--- src/hdl/depth_histogram_peak_window_macros.svh ---
// Assertion helpers, clocked on clk_i, held off while rst_ni is low
`ifndef DEPTH_HISTOGRAM_PEAK_WINDOW_MACROS_SVH
`define DEPTH_HISTOGRAM_PEAK_WINDOW_MACROS_SVH

`define DHPW_ASSERT_IMPL(label, ante, cons, msg) \
  label: assert property (@(posedge clk_i) disable iff (!rst_ni) (ante) |-> (cons)) \
    else $error(msg);

`define DHPW_ASSERT_NEXT(label, ante, cons, msg) \
  label: assert property (@(posedge clk_i) disable iff (!rst_ni) (ante) |=> (cons)) \
    else $error(msg);

`endif

--- src/hdl/dhpw_pkg.sv ---
package dhpw_pkg;

  localparam int HIST_BINS       = 256;
  localparam int BIN_W           = $clog2(HIST_BINS);
  localparam int COUNT_WIDTH_DEF = 21;
  localparam int COORD_WIDTH_DEF = 10;

  localparam int ROI_POS_W  = 10;
  localparam int ROI_LEN_W  = 11;
  localparam int CFG_IDX_W  = 2;
  localparam int CFG_DATA_W = 11;
  localparam int START_W    = 9;

  localparam int SCAN_FIRST  = 15;
  localparam int SCAN_LAST   = 200;
  localparam int WINDOW_SPAN = 15;

  localparam logic [ROI_LEN_W-1:0] ROI_LEN_RST = ROI_LEN_W'(1024);

  localparam logic [CFG_IDX_W-1:0] REG_ROI_LEFT   = 2'd0;
  localparam logic [CFG_IDX_W-1:0] REG_ROI_TOP    = 2'd1;
  localparam logic [CFG_IDX_W-1:0] REG_ROI_WIDTH  = 2'd2;
  localparam logic [CFG_IDX_W-1:0] REG_ROI_HEIGHT = 2'd3;

  typedef struct packed {
    logic             pix_count;
    logic [BIN_W-1:0] pix_bin;
    logic             scan_start;
    logic             clear_start;
  } hist_cmd_t;

  typedef struct packed {
    logic clearing;
    logic scanning;
  } hist_stat_t;

endpackage

--- src/hdl/dhpw_peak.sv ---
module dhpw_peak #(
  parameter int COUNT_WIDTH = dhpw_pkg::COUNT_WIDTH_DEF
) (
  input  logic                       clk_i,
  input  logic                       rst_ni,
  input  logic                       start_i,
  input  logic                       scan_valid_i,
  input  logic [dhpw_pkg::BIN_W-1:0] scan_bin_i,
  input  logic [COUNT_WIDTH-1:0]     scan_data_i,
  output logic                       done_o,
  output logic [dhpw_pkg::BIN_W-1:0] best_bin_o,
  output logic [dhpw_pkg::BIN_W-1:0] runner_bin_o
);
  import dhpw_pkg::*;

  localparam int ScoreW = COUNT_WIDTH + 2;
  localparam logic [BIN_W-1:0] FirstScoreIn = BIN_W'(SCAN_FIRST + 1);
  localparam logic [BIN_W-1:0] LastBin      = BIN_W'(SCAN_LAST);

  logic [COUNT_WIDTH-1:0] w0_q, w1_q;
  logic                   sc_valid_q;
  logic [BIN_W-1:0]       sc_bin_q;
  logic [ScoreW-1:0]      sc_q;
  logic [BIN_W-1:0]       best_bin_q, run_bin_q;
  logic [ScoreW-1:0]      best_sc_q, run_sc_q;
  logic                   next_to_best;

  always_ff @(posedge clk_i) begin
    if (scan_valid_i) begin
      w1_q     <= w0_q;
      w0_q     <= scan_data_i;
      sc_q     <= ScoreW'(w1_q) + ScoreW'(w0_q) + ScoreW'(scan_data_i);
      sc_bin_q <= scan_bin_i - BIN_W'(1);
    end
  end

  assign next_to_best = (sc_bin_q - BIN_W'(1)) == best_bin_q;

  always_ff @(posedge clk_i or negedge rst_ni) begin
    if (!rst_ni) begin
      sc_valid_q <= 1'b0;
      best_bin_q <= '0;
      best_sc_q  <= '0;
      run_bin_q  <= '0;
      run_sc_q   <= '0;
    end else begin
      sc_valid_q <= scan_valid_i && (scan_bin_i >= FirstScoreIn);
      if (start_i) begin
        best_bin_q <= '0;
        best_sc_q  <= '0;
        run_bin_q  <= '0;
        run_sc_q   <= '0;
      end else if (sc_valid_q) begin
        if (sc_q >= best_sc_q) begin
          if (!next_to_best) begin
            run_bin_q <= best_bin_q;
            run_sc_q  <= best_sc_q;
          end
          best_bin_q <= sc_bin_q;
          best_sc_q  <= sc_q;
        end else if ((sc_q > run_sc_q) && !next_to_best) begin
          run_bin_q <= sc_bin_q;
          run_sc_q  <= sc_q;
        end
      end
    end
  end

  assign done_o       = sc_valid_q && (sc_bin_q == LastBin);
  assign best_bin_o   = best_bin_q;
  assign runner_bin_o = run_bin_q;

endmodule
--- config.mk ---
export PLATFORM = sky130hd
export DESIGN_NAME = dhpw_peak
export DESIGN_NICKNAME = d
export VERILOG_FILES = /design/src/hdl/depth_histogram_peak_window_macros.svh /design/src/hdl/dhpw_pkg.sv /design/src/hdl/dhpw_peak.sv
export SDC_FILE = /design/constraint.sdc
export NUM_CORES = 1
export LEC_CHECK = 0
export ABC_AREA = 0
export BUFFER_PORTS_ARGS = -buffer_cell sky130_fd_sc_hd__buf_2
export CORE_MARGIN = 1
export CORE_UTILIZATION = 60
export CTS_BUF_LIST = sky130_fd_sc_hd__clkbuf_16
export DETAILED_ROUTE_END_ITERATION = 7
export PLACE_DENSITY = 0.78
export SYNTH_ARGS = -nofsm -noshare
export SYNTH_HDL_FRONTEND = slang
export SYNTH_SLANG_ARGS = --single-unit
--- constraint.sdc ---
create_clock -name clk_i -period 3.29 [get_ports clk_i]
set_input_delay 0.987 -clock clk_i [delete_from_list [all_inputs] [get_ports clk_i]]
set_output_delay 0.987 -clock clk_i [all_outputs]
set_load 0.03 [all_outputs]
==> metrics <==
DRC Markers=0; layout cell share with drive strength beyond 1=18.6%; via/cell ratio=5.99; Hold Path Stages=0; Avg WL per Cell=17.3 um; RSZ-0062 raised after global routing=no; final hold slack=0.465 ns; max cap viols=0; Syn Area/Cell=11.7 um^2; status=finished, final reports clean; Netlist cell types=62; Inst Count DP=943; hold-fix buffer count after cts=0; fin area=9420 um^2; CP Cell Sequence=buf_2 > fa_1 > ha_1 > a21o_1 > a21oi_1 > nor2b_2 > o21ai_2 > o311a_1 > a31oi_1 > a22o_1; die height=119 um; peak supply drop=407 uV; clock latency on the worst-skew pair=0.42 ns; Clock Tree Buf Depth=2; Final Hold Viols=0; initial antenna violation count=0; GR Overflow Total=0; Initial Utilization=61.8%; Power Dens Cells=716 nW/um^2; Crit Path Category=in2reg; Worst Clk Skew=0.00922 ns; hold_sp=w0_q[0]$_DFFE_PP_; Layout Nets=909; pin count of the biggest net entering global routing=75; final total power=0.00675 W; DP Wirelength=12.1 mm; clock tree from TritonCTS=done; Port Buffers=49; Max Clock Freq=0.314 GHz; Worst-path clk slew=0.06 ns; Synth Area in Compound Gates=14.6%; required time of the critical path=3.47 ns; Data arrival, critical path=3.36 ns; routed via count=5837; worst min path class=reg2reg; largest family of logic cells by synthesized area=adder cells; DR pass1 iterations=4; leak pwr=4.13 nW; Core Box Area=13300 um^2; reg2reg setup slack=0.26 ns; Fill cells=940; mux contribution to synthesized area=7.16%; width of the die=119 um; vias in the first global route=6014; top-area cell type share of the netlist area=26.6%; final setup fails=0; global-route wire length before repair=28.5 mm; row count=42; mapped cell area=8250 um^2; Seq/Total Area, Yosys=45.7%; pin slew with the least headroom to its limit=0.536 ns; Ports=50; clock sinks=136; synth warn=0; Layout Cells excl Fill=975; Synth area leaders=edfxtp_1 27%, dfrtp_1 19%, ha_1 10%; WL final=16.9 mm; Synth Net Count=828; Area after DPL=8920 um^2; FF+latch count, synth=136; CTS HTree Levels=4; layout overhead on the synthesized area=14.2%; cell with the largest stage delay on the worst path=fa_1; stage delay of the slowest cell on the critical path=0.50 ns; post-synthesis adder-cell area fraction=15.7%; die area=14200 um^2; root buf cell=clkbuf_16; worst hold endpoint=w1_q[0]$_DFFE_PP_; crit path time final=3.18 ns; critical path capture point type=flip-flop; overall routing resource usage=25.7%; Reg2Reg Depth=9; CP delay by family, top=compound AO/OA/AOI/OAI gates; crit path max fanout=4; reg2reg end=run_sc_q[19]$_DFFE_PN0P_; Rel. slew slack=64.3%; final period utilization=96.8%; Post-synth EDFFs=73; number of DRC markers in iteration 0=356; simple-gate area share of the yosys netlist=9.09%; Synth Flop Type=edfxtp_1; async set or reset register ratio after synthesis=46.3%; Post-Route Utilization=70.6%; Slew Limit Fails=0; CTS buffer count=17; # diodes=0; CP Launch Type=primary input; Cells after Synth=705; Worst R2R Start=sc_q[5]$_DFFE_PP_; GPL Wtd Cong=0.847; CP bufs+invs=1; DRT antenna net count=0; Synth Area in XOR/XNOR=3.29%; area leader, netlist=edfxtp_1
-- logic make-up after synthesis --
logic type      count (synthesis)
compound gates                149
xor+xnor                       31
flops                         136
fa+ha+maj                      90
simple gates                  152
mux                            59
buf+inv                        88
-- placed cells by master, fill, tap and decap left out, types with 3 or more instances in the layout --
master / instances
edfxtp_1: 73
inv_1: 68
ha_1: 67
nor2_1: 66
dfrtp_1: 63
mux2i_1: 59
buf_2: 49
buf_4: 36
a21oi_1: 34
a32oi_1: 22
nand2_1: 21
o31ai_2: 20
fa_1: 20
xnor2_1: 18
clkbuf_16: 17
nor2b_1: 13
xor2_1: 13
o21ai_0: 12
a21o_1: 11
nand4_1: 10
nand3_1: 10
o32ai_1: 9
nor3_1: 8
clkinv_1: 5
o21a_1: 4
and4_1: 4
o21ai_1: 4
o31ai_1: 4
a31oi_1: 3
nand3b_1: 3
clkinv_2: 3
buf_12: 3
-- worst register-to-register path: stages (launching register included) --
cell and delay [ns]:
edfxtp_1 0.46, ha_1 0.35, a21o_1 0.17, a221o_1 0.37, a31oi_2 0.30, o31a_1 0.24, nand2_2 0.31, buf_12 0.28
mux2i_1 0.32, o31ai_2 0.10
-- state kept, by name, indices dropped and copies added (netlist names) --
register,cells
best_bin_o,8
best_sc_q,23
run_sc_q,23
runner_bin_o,8
sc_bin_q,8
sc_q,23
sc_valid_q,1
w0_q,21
w1_q,21
-- where the power goes --
| part | switching [W] | total [W] | internal (W) |
|---|---|---|---|
| clock | 0.000655 | 0.00158 | 0.000920 |
| sequential | 0.000290 | 0.00247 | 0.00218 |
| combinational | 0.00151 | 0.00270 | 0.00119 |
| total | 0.00246 | 0.00675 | 0.00429 |
-- cells in the mapped netlist, types with 11 or more instances --
library cell  instances
mux2i_1              59
o31ai_2              20
edfxtp_1             73
inv_1                62
dfrtp_1              63
nor2_1               66
clkbuf_1             14
o21ai_0              12
xor2_1               13
a21o_1               11
fa_1                 22
a32oi_1              22
nand2_1              21
nor2b_1              15
xnor2_1              18
ha_1                 68
a21oi_1              34
-- worst max path at each step --
stage,startpoint,end,slack (ns),cells past startpoint
after floorplan,scan_data_i[1],sc_q[21]$_DFFE_PP_,-0.06,11
after global placement,scan_data_i[1],sc_q[21]$_DFFE_PP_,-0.40,13
after detailed placement,scan_data_i[1],sc_q[21]$_DFFE_PP_,-0.44,13
after CTS,scan_data_i[2],sc_q[22]$_DFFE_PP_,0.05,10
after global routing,scan_data_i[0],sc_q[21]$_DFFE_PP_,0.02,15
final,scan_data_i[2],sc_q[22]$_DFFE_PP_,0.11,10
-- through the flow --
step	setup WS (ns)	TNS (ns)
detailed placement	-0.442	-2.96
global placement	-0.400	-2.34
finish	0.106	0
global route	0.0220	0
CTS	0.0503	0
floorplan	-0.0646	-0.166
-- layer usage --
metal	up-vias	track usage (%)	wire, um
met4	0	10.8	400
li1	2756	-	-
met2	138	43.6	8520
met5	-	0	0
met1	2911	32.2	7340
met3	32	4.74	621
-- final cells by class --
class                   instances  area [um^2]  area share (%)
clock inverters                15         60.1           0.637
multi-input cells             481         4140            43.9
inverters                      62          233            2.47
repair buffers                 88          576            6.11
well taps                     176          220            2.34
flip-flops and latches        136         3770            40.0
clock buffers                  17          425            4.52
-- repair_timing --
action | CTS | global route
buffers inserted | 0 | 0
resized for setup | 1 | 3
gates cloned | 0 | 0
setup endpoints to repair | 1 | 5
pin swaps | 0 | 1
Power figures use the tool's default switching activity.
