[src/hdl/depth_histogram_peak_window_macros.svh]
// Assertion helpers, clocked on clk_i, held off while rst_ni is low
`ifndef DEPTH_HISTOGRAM_PEAK_WINDOW_MACROS_SVH
`define DEPTH_HISTOGRAM_PEAK_WINDOW_MACROS_SVH

`define DHPW_ASSERT_IMPL(label, ante, cons, msg) \
  label: assert property (@(posedge clk_i) disable iff (!rst_ni) (ante) |-> (cons)) \
    else $error(msg);

`define DHPW_ASSERT_NEXT(label, ante, cons, msg) \
  label: assert property (@(posedge clk_i) disable iff (!rst_ni) (ante) |=> (cons)) \
    else $error(msg);

`endif

[src/hdl/dhpw_pkg.sv]
package dhpw_pkg;

  localparam int HIST_BINS       = 256;
  localparam int BIN_W           = $clog2(HIST_BINS);
  localparam int COUNT_WIDTH_DEF = 21;
  localparam int COORD_WIDTH_DEF = 10;

  localparam int ROI_POS_W  = 10;
  localparam int ROI_LEN_W  = 11;
  localparam int CFG_IDX_W  = 2;
  localparam int CFG_DATA_W = 11;
  localparam int START_W    = 9;

  localparam int SCAN_FIRST  = 15;
  localparam int SCAN_LAST   = 200;
  localparam int WINDOW_SPAN = 15;

  localparam logic [ROI_LEN_W-1:0] ROI_LEN_RST = ROI_LEN_W'(1024);

  localparam logic [CFG_IDX_W-1:0] REG_ROI_LEFT   = 2'd0;
  localparam logic [CFG_IDX_W-1:0] REG_ROI_TOP    = 2'd1;
  localparam logic [CFG_IDX_W-1:0] REG_ROI_WIDTH  = 2'd2;
  localparam logic [CFG_IDX_W-1:0] REG_ROI_HEIGHT = 2'd3;

  typedef struct packed {
    logic             pix_count;
    logic [BIN_W-1:0] pix_bin;
    logic             scan_start;
    logic             clear_start;
  } hist_cmd_t;

  typedef struct packed {
    logic clearing;
    logic scanning;
  } hist_stat_t;

endpackage

[src/hdl/dhpw_if.sv]


interface dhpw_cfg_if;
  logic                                valid;
  logic                                ready;
  logic [dhpw_pkg::CFG_IDX_W-1:0]      index;
  logic [dhpw_pkg::CFG_DATA_W-1:0]     data;

  modport source (output valid, index, data, input ready);
  modport sink   (input valid, index, data, output ready);
endinterface

[src/hdl/dhpw_roi.sv]
module dhpw_roi #(
  parameter int COORD_WIDTH = dhpw_pkg::COORD_WIDTH_DEF
) (
  input  logic                   clk_i,
  input  logic                   rst_ni,
  dhpw_cfg_if.sink               cfg_i,
  input  logic [COORD_WIDTH-1:0] column_i,
  input  logic [COORD_WIDTH-1:0] row_i,
  output logic                   inside_o
);
  import dhpw_pkg::*;

  localparam int CmpW = (COORD_WIDTH > ROI_LEN_W + 1) ? COORD_WIDTH : ROI_LEN_W + 1;

  logic [ROI_POS_W-1:0] left_q, top_q;
  logic [ROI_LEN_W-1:0] width_q, height_q;
  logic [CmpW-1:0]      col_x, row_x, col_lo, col_hi, row_lo, row_hi;

  assign cfg_i.ready = 1'b1;

  always_ff @(posedge clk_i or negedge rst_ni) begin
    if (!rst_ni) begin
      left_q   <= '0;
      top_q    <= '0;
      width_q  <= ROI_LEN_RST;
      height_q <= ROI_LEN_RST;
    end else if (cfg_i.valid) begin
      case (cfg_i.index)
        REG_ROI_LEFT:   left_q   <= cfg_i.data[ROI_POS_W-1:0];
        REG_ROI_TOP:    top_q    <= cfg_i.data[ROI_POS_W-1:0];
        REG_ROI_WIDTH:  width_q  <= cfg_i.data[ROI_LEN_W-1:0];
        REG_ROI_HEIGHT: height_q <= cfg_i.data[ROI_LEN_W-1:0];
        default: ;
      endcase
    end
  end

  always_comb begin
    col_x  = CmpW'(column_i);
    row_x  = CmpW'(row_i);
    col_lo = CmpW'(left_q);
    row_lo = CmpW'(top_q);
    col_hi = CmpW'(left_q) + CmpW'(width_q);
    row_hi = CmpW'(top_q) + CmpW'(height_q);
    inside_o = (col_x >= col_lo) && (col_x < col_hi) &&
               (row_x >= row_lo) && (row_x < row_hi);
  end

endmodule

[src/flat_wrapper.sv]
// flat-port wrapper written by rule: the top's interface ports become plain ports
module dhpw_roi_flat import dhpw_pkg::*;
#(
  parameter int COORD_WIDTH = dhpw_pkg::COORD_WIDTH_DEF
)
  (clk_i, rst_ni, column_i, row_i, inside_o, cfg_i_valid, cfg_i_index, cfg_i_data, cfg_i_ready);
  dhpw_cfg_if cfg_i_i ();
  input  logic clk_i;
  input  logic rst_ni;
  input  logic [COORD_WIDTH-1:0] column_i;
  input  logic [COORD_WIDTH-1:0] row_i;
  output logic inside_o;
  input wire logic [$bits(cfg_i_i.valid)-1:0] cfg_i_valid;
  input wire logic [$bits(cfg_i_i.index)-1:0] cfg_i_index;
  input wire logic [$bits(cfg_i_i.data)-1:0] cfg_i_data;
  output wire logic [$bits(cfg_i_i.ready)-1:0] cfg_i_ready;
  assign cfg_i_i.valid = cfg_i_valid;
  assign cfg_i_i.index = cfg_i_index;
  assign cfg_i_i.data = cfg_i_data;
  assign cfg_i_ready = cfg_i_i.ready;
  dhpw_roi #(.COORD_WIDTH(COORD_WIDTH)) u_core (.clk_i(clk_i), .rst_ni(rst_ni), .cfg_i(cfg_i_i), .column_i(column_i), .row_i(row_i), .inside_o(inside_o));
endmodule
[config.mk]
export PLATFORM = sky130hd
export DESIGN_NAME = dhpw_roi_flat
export DESIGN_NICKNAME = d
export VERILOG_FILES = /design/src/hdl/depth_histogram_peak_window_macros.svh /design/src/hdl/dhpw_pkg.sv /design/src/hdl/dhpw_if.sv /design/src/hdl/dhpw_roi.sv /design/src/flat_wrapper.sv
export SDC_FILE = /design/constraint.sdc
export NUM_CORES = 1
export LEC_CHECK = 0
export BUFFER_PORTS_ARGS = -buffer_cell sky130_fd_sc_hd__clkbuf_2
export CAP_MARGIN = 20
export CORE_UTILIZATION = 50
export CTS_BUF_LIST = sky130_fd_sc_hd__clkbuf_4 sky130_fd_sc_hd__clkbuf_8 sky130_fd_sc_hd__clkbuf_16
export DETAILED_ROUTE_END_ITERATION = 16
export PLACE_DENSITY = 0.77
export SLEW_MARGIN = 30
export SYNTH_ARGS = -nofsm -noshare
export SYNTH_HDL_FRONTEND = slang
export SYNTH_SLANG_ARGS = --single-unit
[constraint.sdc]
create_clock -name clk_i -period 4.4 [get_ports clk_i]
set_clock_uncertainty 0.15 [all_clocks]
set_input_delay 1.32 -clock clk_i [delete_from_list [all_inputs] [get_ports clk_i]]
set_output_delay 1.32 -clock clk_i [all_outputs]
set_load 0.01 [all_outputs]
==> flow_summary.ini <==
[clock_network]
cts_made_buffers = 5
cts_htree_levels = 2
cts_tree = built
clock-sinks = 42
cts.clk_slew.worst_paths_ns = 0.08
cts_buffer_depth = 2
root_buffer = clkbuf_8
clkLatencyLatePin_ns = 0.29

[yosys]
async_reset_ff_share_pct = 100
yosysTopAreaCellShare_pct = 30.2
synth_seq_cells = 42
synth_seq_area_share_pct = 31.8
synth_common_cells = ha_1 (58), dfrtp_1 (40), mux2_2 (33), inv_1 (28)
synthCells = 327
yosys.cell_types.count = 49
synth_area_leaders = dfrtp_1 (30%), ha_1 (22%), mux2_2 (11%), a21oi_1 (3.2%), inv_1 (3.2%)
synth_edf_count = 0
syn-cell-area_sq_um = 3310
yosys.area.top_type = dfrtp_1
synth_nets = 423
yosysWarnings = 0
yosysMostFrequentCell = ha_1
syn-mean-instance-area_sq_um = 10.1
synth_flop_cell = dfrtp_1

[worst_setup_path]
cp-start-kind = flop
end_kind = output port
critical_path.slowest_cell = dfrtp_1
worstPathCellList = ha_4 > inv_2 > fa_2 > nor2b_4 > o31ai_4 > or2b_1 > a21oi_2 > xor2_1 > ha_1 > and4_1 > a41o_1 > o311ai_2 > a31oi_2 > a211oi_2 > buf_2
slowest_delay_ns = 0.42
cp.arrival_ns = 3.33
path_buf_inv = 2
cp_max_fo = 3
critical_path_class = flop to output port
crit_family = compound AO/OA/AOI/OAI gates
critPathRequiredTime_ns = 2.93

[pwr]
power_leakage_nw = 1.97
power_mw = 1.79
p_sw_mw = 0.692
p_seq_share_pct = 28.7
vdd_ir_drop_max_uv = 266
cellPowerDensity_nw_per_um2 = 449
combPwrFrac_pct = 56.9
p_clk_share_pct = 14.4
p_sw_share_pct = 38.6
intPower_mw = 1.10

[global_routing]
grt_use_total_pct = 21.8
grt_pass1_vias = 2726
grt_pass1_wl_um = 12300
antenna_found_initial = 0
overflow = 0
grt_max_degree = 26

[floorplanning]
fp.dieH_um = 83.4
die_w_um = 83.4
design.die.area_sq_um = 6960
num_rows = 29
ios = 38
core_sq_um = 6390
initial_core_util_pct = 51.9

[sta]
whs_ns = 0.371
fin_ws_ns = -0.399
rsz0062_at_grt = yes
worst_pin_slew_ns = 0.594
setup-tns-final_ns = -0.399
hold_viol_final = 0
max_freq_mhz = 208
min_period_ns = 4.80
period_share_pct = 109
setup_viol = 1
maxSlewViolCount = 0
max_slew_margin_pct = 60.3

[place]
postPlaceCellArea_sq_um = 3810
portBuffers = 36
dp_slack_ns = -0.299
gp_congestion = 0.906
dpl.hpwl_um = 5810
dp.cells = 464

[route]
viasPerCell = 5.51
drtPass1Iterations = 4
detail-route-antenna-nets = 0
drc = 0
vias = 2607
drt_iter0_drc = 111
avgRoutedWirePerCell_um = 15.0
totalWireLength_um = 7070

[cells_and_area]
drive_gt1_share_pct = 31.8
post-route-util_pct = 62.5
final_area_sq_um = 3990
final_cells = 473
num-nets-final = 491
nFillCells = 511
regArea_sq_um = 1050
diodes = 0
area_delta_synth_final_pct = 20.5
multi_input_area_sq_um = 2220

[flow_run]
maxCapViolCount = 0

[status]
status = complete, but fails checks
violations = negative setup slack

[min_path]
min_path_type = flop to flop
[cell type report]
cell class,count,share of cell area [%]
multi-input cells,252,55.5
flip-flops and latches,42,26.4
repair buffers,66,10.7
inverters,28,2.63
well taps,77,2.41
clock buffers,6,2.07
clock inverters,2,0.313
[repair_timing]
action,CTS,global route
endpoints found under the setup margin,1,1
gates resized for setup,7,9
hold buffers,0,0
pin swaps,3,16
setup buffers,1,0
[power by group through the flow]
stage	sequential, mW	combinational [mW]	clock, mW
2_1_floorplan	0.502	0.666	0
3_3_place_gp	0.512	0.923	0
3_5_place_dp	0.518	0.955	0
4_1_cts	0.512	0.984	0.265
5_1_grt	0.523	1.16	0.280
6_report	0.516	1.02	0.258
[routing by layer]
layer	part of all wire [%]	global-route usage (%)
met3	3.7	4.27
met1	46	27.5
met4	1.2	4.16
met2	49	38.9
met5	0	0
[layout by cell type, fill, tap and decap left out, types with 2 or more instances in the layout]
master	instances
clkbuf_8	6
a211oi_1	2
nand3b_1	2
a21o_1	11
nand4_1	2
nand3_1	7
and3_1	2
inv_1	27
mux2_2	33
buf_4	29
nor2_1	10
xor2_1	9
nand2_1	17
a211oi_2	3
o21a_1	4
nand2b_1	5
ha_4	3
and4_1	2
dfrtp_1	40
ha_1	55
a21oi_1	19
clkbuf_2	35
o2111ai_1	2
o21ai_0	20
dfstp_2	2
nor3_1	4
o21bai_1	5
nor4_1	2
o211ai_1	4
xnor2_1	5
[final timing paths]
check                                   from                  end  slack [ns]  depth (start not counted)
max in group asynchronous             rst_ni  u_core.height_q[10]        2.69                          2
setup reg to reg             u_core.top_q[2]      u_core.top_q[2]        3.32                          2
min in group asynchronous             rst_ni    u_core.width_q[0]        0.83                          1
hold reg to reg            u_core.width_q[3]    u_core.width_q[3]        0.37                          1
setup / recovery             u_core.top_q[0]             inside_o       -0.40                         15
hold / removal             u_core.width_q[3]    u_core.width_q[3]        0.37                          1
[cell families after synthesis]
kind of cell	after synthesis	synth area share [%]
other	1	0.113
buffers and inverters	33	3.93
AO/OA/AOI/OAI	83	16.2
AND/OR/NAND/NOR	60	9.66
flip-flops	42	31.8
adder cells (fa/ha/maj)	60	23.1
XOR/XNOR	14	3.70
multiplexers	34	11.5
[sequential cells by signal (all words and copies together) (netlist names)]
| name | flops |
|---|---|
| u_core.height_q | 11 |
| u_core.width_q | 11 |
| u_core.left_q | 10 |
| u_core.top_q | 10 |
(Power assumes the default switching activity.)
